$ cat src/rtl/core/sdrt_pkg.sv
package sdrt_pkg;

   // field widths
   localparam int VALUE_W = 32;   // Q15.16 stencil value
   localparam int CFG_W   = 32;   // widest CSR
   localparam int LEVEL_W = 5;
   localparam int LIMIT_W = 6;

   // intermediate widths (exact, no saturation)
   localparam int WIDE_W  = VALUE_W + 3;       // a, S2+2S1+S0
   localparam int MAG_W   = VALUE_W + 2;       // |a|, |b|
   localparam int DIFF_W  = VALUE_W + 1;       // |S2-S1|, |S1-S0|
   localparam int COEF_W  = 27;                // signed holder of 0.01 in Q0.32
   localparam int PROD_W  = WIDE_W + COEF_W;   // c * sum
   localparam int SCALE_W = PROD_W - 32;       // c * sum >> 32
   localparam int BSUM_W  = MAG_W + 2;         // b before magnitude
   localparam int CROSS_W = CFG_W + MAG_W;     // threshold * |b|
   localparam int FRAC_W  = 16;

   localparam int MAX_AXES = 3;
   localparam int DIMENSIONS_DEF = 3;

   localparam logic signed [COEF_W-1:0] COEF_Q32 = 27'sd42949673;

   // CSR map
   localparam int CSR_IDX_W = 2;
   typedef enum logic [CSR_IDX_W-1:0] {
      CSR_THRESHOLD     = 2'd0,
      CSR_FLOOR_VALUE   = 2'd1,
      CSR_LEVEL_CAP     = 2'd2,
      CSR_CURRENT_LEVEL = 2'd3
   } csr_index_type;

   localparam logic signed [LIMIT_W-1:0] LEVEL_CAP_RST = -6'sd1;

   // only one operation is defined
   localparam logic FUNC_EVALUATE = 1'b0;

   // per-stage advance enables inside the axis datapath
   typedef struct packed {
      logic a;
      logic b;
      logic c;
   } stage_en_type;

endpackage

$ cat src/rtl/core/sdrt_axis.sv
// One axis of the indicator: three register stages, fire flag out of the last.
module sdrt_axis (
   input  logic                                        clock,
   input  sdrt_pkg::stage_en_type                      stage_en,
   input  logic signed [sdrt_pkg::VALUE_W-1:0]         s0,
   input  logic signed [sdrt_pkg::VALUE_W-1:0]         s1,
   input  logic signed [sdrt_pkg::VALUE_W-1:0]         s2,
   input  logic        [sdrt_pkg::CFG_W-1:0]           threshold,
   input  logic        [sdrt_pkg::CFG_W-1:0]           floor_value,
   output logic                                        fires
);
   import sdrt_pkg::*;

   // stage A: differences, |a|, c*sum product
   logic signed [WIDE_W-1:0] s0_x, s1_x, s2_x;
   logic signed [WIDE_W-1:0] a_val, sum_val, dr, dl;
   logic        [MAG_W-1:0]  ma_in;
   logic        [DIFF_W-1:0] dr_mag_in, dl_mag_in;
   logic signed [PROD_W-1:0] prod_in;

   logic        [MAG_W-1:0]  ma_a_ff;
   logic        [DIFF_W-1:0] dr_mag_ff, dl_mag_ff;
   logic signed [PROD_W-1:0] prod_ff;

   // stage B: rounding, b, |b|, floor test
   logic signed [PROD_W-1:0]  rnd;
   logic signed [SCALE_W-1:0] scaled;
   logic signed [BSUM_W-1:0]  b_val, b_neg;
   logic        [MAG_W-1:0]   mb_in;
   logic                      below_in;

   logic [MAG_W-1:0] ma_b_ff, mb_ff;
   logic             below_b_ff;

   // stage C: threshold * |b|
   logic [CROSS_W-1:0] cross_in;
   logic [CROSS_W-1:0] cross_ff;
   logic [MAG_W-1:0]   ma_c_ff;
   logic               below_c_ff;
   logic [CROSS_W-1:0] lhs;

   always_comb begin
      s0_x    = {{(WIDE_W-VALUE_W){s0[VALUE_W-1]}}, s0};
      s1_x    = {{(WIDE_W-VALUE_W){s1[VALUE_W-1]}}, s1};
      s2_x    = {{(WIDE_W-VALUE_W){s2[VALUE_W-1]}}, s2};
      a_val   = s2_x - (s1_x <<< 1) + s0_x;
      sum_val = s2_x + (s1_x <<< 1) + s0_x;
      dr      = s2_x - s1_x;
      dl      = s1_x - s0_x;
      ma_in     = a_val[WIDE_W-1] ? MAG_W'(-a_val) : MAG_W'(a_val);
      dr_mag_in = dr[WIDE_W-1] ? DIFF_W'(-dr) : DIFF_W'(dr);
      dl_mag_in = dl[WIDE_W-1] ? DIFF_W'(-dl) : DIFF_W'(dl);
      prod_in = PROD_W'(sum_val * COEF_Q32);
   end

   always_ff @(posedge clock) begin
      if (stage_en.a) begin
         ma_a_ff   <= ma_in;
         dr_mag_ff <= dr_mag_in;
         dl_mag_ff <= dl_mag_in;
         prod_ff   <= prod_in;
      end
   end

   always_comb begin
      // round to nearest, tie toward +inf: add half, then floor
      rnd    = prod_ff + (PROD_W'(1) <<< 31);
      scaled = rnd[PROD_W-1:32];
      b_val  = $signed({{(BSUM_W-DIFF_W){1'b0}}, dr_mag_ff})
             + $signed({{(BSUM_W-DIFF_W){1'b0}}, dl_mag_ff})
             + {{(BSUM_W-SCALE_W){scaled[SCALE_W-1]}}, scaled};
      b_neg  = -b_val;
      mb_in  = b_val[BSUM_W-1] ? b_neg[MAG_W-1:0] : b_val[MAG_W-1:0];
      below_in = mb_in <= {{(MAG_W-CFG_W){1'b0}}, floor_value};
   end

   always_ff @(posedge clock) begin
      if (stage_en.b) begin
         ma_b_ff    <= ma_a_ff;
         mb_ff      <= mb_in;
         below_b_ff <= below_in;
      end
   end

   assign cross_in = CROSS_W'(threshold) * CROSS_W'(mb_ff);

   always_ff @(posedge clock) begin
      if (stage_en.c) begin
         cross_ff   <= cross_in;
         ma_c_ff    <= ma_b_ff;
         below_c_ff <= below_b_ff;
      end
   end

   // |a| * 2^16 >= threshold * |b|
   assign lhs   = {{(CROSS_W-MAG_W-FRAC_W){1'b0}}, ma_c_ff, {FRAC_W{1'b0}}};
   assign fires = below_c_ff ? (threshold == '0) : (lhs >= cross_ff);

endmodule

$ cat config.mk
export PLATFORM = sky130hd
export DESIGN_NAME = sdrt_axis
export DESIGN_NICKNAME = d
export VERILOG_FILES = /design/src/rtl/core/sdrt_pkg.sv /design/src/rtl/core/sdrt_axis.sv
export SDC_FILE = /design/constraint.sdc
export NUM_CORES = 2
export LEC_CHECK = 0
export ABC_AREA = 0
export BUFFER_PORTS_ARGS = -buffer_cell sky130_fd_sc_hd__buf_4
export CORE_MARGIN = 2
export CORE_UTILIZATION = 60
export CTS_BUF_LIST = sky130_fd_sc_hd__clkbuf_4 sky130_fd_sc_hd__clkbuf_8 sky130_fd_sc_hd__clkbuf_16
export CTS_CLUSTER_DIAMETER = 200
export DETAILED_ROUTE_END_ITERATION = 16
export MAX_ROUTING_LAYER = met4
export PLACE_DENSITY = 0.73
export REMOVE_ABC_BUFFERS = 1
export SLEW_MARGIN = 10
export SYNTH_ARGS = -nofsm -noshare
export SYNTH_HDL_FRONTEND = slang
export SYNTH_SLANG_ARGS = --single-unit
$ cat constraint.sdc
create_clock -name clock -period 16.2 [get_ports clock]
set_input_delay 3.24 -clock clock [delete_from_list [all_inputs] [get_ports clock]]
set_output_delay 3.24 -clock clock [all_outputs]
set_load 0.005 [all_outputs]
Word level (Yosys, flattened, before mapping)
Index checks and enable logic that the tools add are counted.
Storage, ports and cells
  bits of input ports: 164
  word-level logic and storage cells: 33
  output and inout bits: 1
  register bits after elaboration: 332
Cells by class
  magnitude comparators: 2
  add/subtract/negate cells: 13
  reductions and logical operators: 1
  mux-type cells: 5
  multiply operators: 2
Operator list (count)
  adder 34 x 32 -> 35 bit: 2
  2-to-1 mux 34 bit: 2
  negation 34 bit: 2
  greater-or-equal comparator 50 x 66 -> 1 bit: 1
  multiplier 32 x 34 -> 66 bit: 1
  2-to-1 mux 33 bit: 2
  negation 33 bit: 2
  subtractor 32 x 32 -> 33 bit: 2
  adder 62 x 33 -> 62 bit, second input constant: 1
  multiplier 35 x 27 -> 62 bit, second input constant: 1
  adder 35 x 30 -> 36 bit: 1
  adder 32 x 33 -> 34 bit: 1
  adder 33 x 33 -> 34 bit: 1
  <= comparator 34 x 32 -> 1 bit: 1
  subtractor 32 x 33 -> 34 bit: 1
  logical NOT 32 bit: 1
  2-to-1 mux 1 bit: 1

Depth between registers and ports, before layout
  word-level depth: 5
  depth in mapped cells: 41
  gate-level depth less buffers: 41

Least setup slack after synthesis
No wires, ideal clock.
  path type: input -> register
  start point: input port s0[2] (netlist bit)
  end point: register prod_ff[61], data pin
  required time: 15.932 ns
  slack: 3.472 ns
  setup time: 0.268 ns
  cell stages on the path: 35
  arrival time: 12.461 ns
  cell sequence: inv_1 > fa_1 > inv_1 > ha_1 > a211oi_1 > o21ai_1 > a211oi_1 > o31ai_4 > a211oi_1 > or3_1 > nand2_1 > o211ai_1 > clkbuf_1 > clkbuf_1 > ha_1 > inv_1 > fa_1 > inv_1 > fa_1 > fa_1 > fa_1 > fa_1 > inv_1 > fa_1 > inv_1 > ha_1 > a21oi_1 > nor2b_1 > o21ai_0 > o21a_1 > o21ai_0 > a41oi_1 > o21ai_0 > o41ai_1 > xnor2_1
Between the ends
  word-level cells in the longest chain between the ends: 2
Ends and longest elaborated chain
  from (decl): RTL line sdrt_axis.sv:5  | input logic signed [sdrt_pkg::VALUE_W-1:0] s0,
  adder 34 x 32 -> 35 bit: RTL line sdrt_axis.sv:47  | sum_val = s2_x + (s1_x <<< 1) + s0_x;
  multiplier 35 x 27 -> 62 bit: RTL line sdrt_axis.sv:53  | prod_in = PROD_W'(sum_val * COEF_Q32);
  net prod_in[61]: RTL line sdrt_axis.sv:19  | logic signed [PROD_W-1:0] prod_in;
  to (signal assigned): RTL line sdrt_axis.sv:61  | prod_ff <= prod_in;
  to (decl): RTL line sdrt_axis.sv:23  | logic signed [PROD_W-1:0] prod_ff;
The timed path passes the listed nets, and every way through them passes these cells.
A chain may end at the register's enable or synchronous reset.

Worst setup path after layout
  start point: input port s1[1] (netlist bit)
  end point: register prod_ff[61], data pin
Between the ends
  word-level cells in the longest chain between the ends: 3
Ends and longest elaborated chain
  from (decl): RTL line sdrt_axis.sv:6  | input logic signed [sdrt_pkg::VALUE_W-1:0] s1,
  adder 32 x 33 -> 34 bit: RTL line sdrt_axis.sv:47
  adder 34 x 32 -> 35 bit: RTL line sdrt_axis.sv:47
  multiplier 35 x 27 -> 62 bit: RTL line sdrt_axis.sv:53
  net prod_in[61]: RTL line sdrt_axis.sv:19
The timed path passes the listed nets, and every way through them passes these cells.

==> qor.yml <==
synth_top_family_by_area: "adder cells"
cp_common_cell: "fa_1"
initial_core_utilization: 0.605
clkLatencyLatePin_ps: 580
drt_first_iter_violations: 3371
track_usage: 0.333
number_of_global_route_vias_before_repair: 59757
status: "complete, no violations"
first_pass_iters: 6
finalCritPeriodShare: 0.867
synth.distinct_cells: 89
cap_viol_max_count: 0
drc_errors: 0
antenna_found_initial: 0
netlist.area_leader.share: 0.357
mappedNetlistArea_sq_um: 76200
worst_path_arrival_ps: 14360
simple_gate_portion_of_the_synthesized_area: 0.123
placeableCoreArea_sq_um: 126000
max_freq_mhz: 71.2
worst_pin_slew_ps: 1130
wl_per_cell_um: 20.4
muxShareOfSynthArea: 0.00159
largest_net_degree_at_the_start_of_global_routing: 84
globalRoute.totalOverflow: 0
synth_edf_count: 301
path_max_fanout: 7
synth-main-ff-cell: "edfxtp_1"
cts_hold_buf: 0
ctsHtreeMaxLevel: 1
hpwl_um: 174000
yosys_warnings: 0
drt_wl_total_um: 205000
endpoint_kind: "flop"
min_period_ps: 14050
avgSynthCellArea_sq_um: 9.07
gp_routability_congestion: 0.981
postCtsResizedCells: 0
share_of_synthesized_area_occupied_by_flip_flops_and_latches: 0.119
timing_hold_violations_final: 0
nFillCells: 10793
num_rows: 130
via_count: 56211
setup-violations-final: 0
yosys-top-cells-area: "fa_1 (36%), ha_1 (14%), edfxtp_1 (12%)"
synth_top_cell_by_area: "fa_1"
worst_slew_margin_rel: 0.244
flow.area_growth_from_synthesis_pct: 4.67
startpoint_type: "primary input"
layout-drive-gt1-share: 0.0388
grt_pass1_wl_um: 329000
path_class: "in2reg"
cp_max_stage_cell: "a211oi_1"
placement.io_buffers: 164
rsz0062_at_grt: "no"
postCtsSetupBuffers: 0
yosys.area_share.xor_xnor: 0.0557
final_antenna_net_count: 0
synthAdderAreaFrac: 0.497
num-nets-final: 10731
setup_total_negative_slack_ps: 0
antennaDiodeCount: 0
fp.dieH_um: 360
ys_seq_elements: 301
clock_path_buffers: 3
clk_pin_slew_ps: 60
clkSinkCount: 301
synth_async_sr_flop_share: 0
tritoncts.num_buffers: 29
finalClockSkew_ps: 26.7
worst-endpoint-required_ps: 16510
viasPerCell: 5.61
cts_root_buffer: "clkbuf_16"
postSynthCellCount: 8400
min-delay-path-class: "reg2reg"
timing.critical_path.slowest_cell_delay_ps: 760
final-max-slew-violation-count: 0
tritoncts: "built"
compound_gate_fraction_of_synth_area: 0.0898
die_w_um: 360
i_o_pin_total: 165
die_area_sq_um: 130000
-- worst paths after layout --
path                                        startpoint                     to  slack [ps]  cells after the start
worst max-delay path                             s1[1]  prod_ff[61]$_DFFE_PP_        2150                     36
worst min-delay path             ma_b_ff[30]$_DFFE_PP_  ma_c_ff[30]$_DFFE_PP_         410                      0
worst max register to register  dr_mag_ff[0]$_DFFE_PP_   below_b_ff$_DFFE_PP_        6810                     38
worst min register to register   ma_b_ff[30]$_DFFE_PP_  ma_c_ff[30]$_DFFE_PP_         410                      0
-- logic make-up after synthesis --
family,count (synthesis)
flip-flops,301
AO/OA/AOI/OAI,1044
buffers and inverters,2317
multiplexers,12
adder cells (fa/ha/maj),2210
XOR/XNOR,485
AND/OR/NAND/NOR,2031
-- per-layer routing --
layer  part of all wire  GRT usage
met2               0.51      0.586
met4              0.043      0.118
met5                  0          -
met3              0.054     0.0272
met1               0.39      0.402
-- through the flow --
step           hold WS [ps]  worst slack (ps)  cell area, sq um  std cells  utilization
3_3_place_gp            401              1740             78800       9976        0.626
6_report                410              2150             79800      10028        0.634
2_1_floorplan           400              2790             75100       8110            -
4_1_cts                 411              2210             79800      10028        0.634
3_5_place_dp            405              1670             78800       9976        0.626
5_1_grt                 423              1590             79800      10028        0.634
-- cell usage in the layout, fill, tap and decap left out, drive strengths merged, types with 9 or more instances in the layout --
cell type	netlist	routed
nor2	226	226
mux2i	11	11
o31a	9	9
a31oi	55	55
a221oi	14	14
or2	26	26
nand2b	36	36
ha	850	850
nand2	1062	1062
xnor2	314	314
a211oi	29	29
nor4	26	26
and2	281	281
fa	1360	1360
o31ai	27	27
o21ai	170	170
clkinv	0	9
nand3	93	93
xor2	171	171
a21o	166	166
nor3b	12	12
clkbuf	284	33
inv	2027	2031
nor3	66	66
and3	50	50
o21bai	47	47
edfxtp	301	301
or3	26	26
a21oi	319	319
a2111oi	10	10
o21a	38	38
a31o	13	13
o211ai	24	24
buf	6	216
nand4	50	50
nor2b	43	43
a21boi	17	17
a311oi	12	12
-- synthesized netlist by cell type (all sizes together) (17+ instances only) --
cell       n
a31oi     55
o211ai    24
o21bai    47
xnor2    314
o31ai     27
edfxtp   301
nand4     50
a21o     166
a21boi    17
or2       26
nor2b     43
or3       26
fa      1360
nand2b    36
inv     2027
and2     281
nand3     93
a211oi    29
a21oi    319
nand2   1062
nor2     226
nor3      66
clkbuf   284
o21ai    170
ha       850
xor2     171
o21a      38
nor4      26
and3      50
-- flip-flops by register name, summed over array words and instances, names as in the netlist, 31 cells and up --
register   count
cross_ff      66
ma_a_ff       34
ma_b_ff       34
ma_c_ff       34
mb_ff         34
dl_mag_ff     33
dr_mag_ff     33
prod_ff       31
-- critical path: cells and delay by family --
kind / cells / cell delay [ps]
AND/OR/NAND/NOR: 1 / 90
adder cells (fa/ha/maj): 8 / 3770
buffers and inverters: 6 / 420
XOR/XNOR: 3 / 1040
AO/OA/AOI/OAI: 18 / 5760
-- layout make-up --
cell class / instances / area (sq um) / share of cell area
clock buffers: 33 / 756 / 0.00947
clock inverters: 19 / 191 / 0.00240
inverters: 2027 / 7610 / 0.0954
multi-input cells: 5782 / 58500 / 0.733
flip-flops and latches: 301 / 9040 / 0.113
well taps: 1650 / 2060 / 0.0259
repair buffers: 216 / 1620 / 0.0203
Power is left out: the tool's default activity adds up to more than one toggle a clock period on the data nets, which glitch-free logic cannot reach.
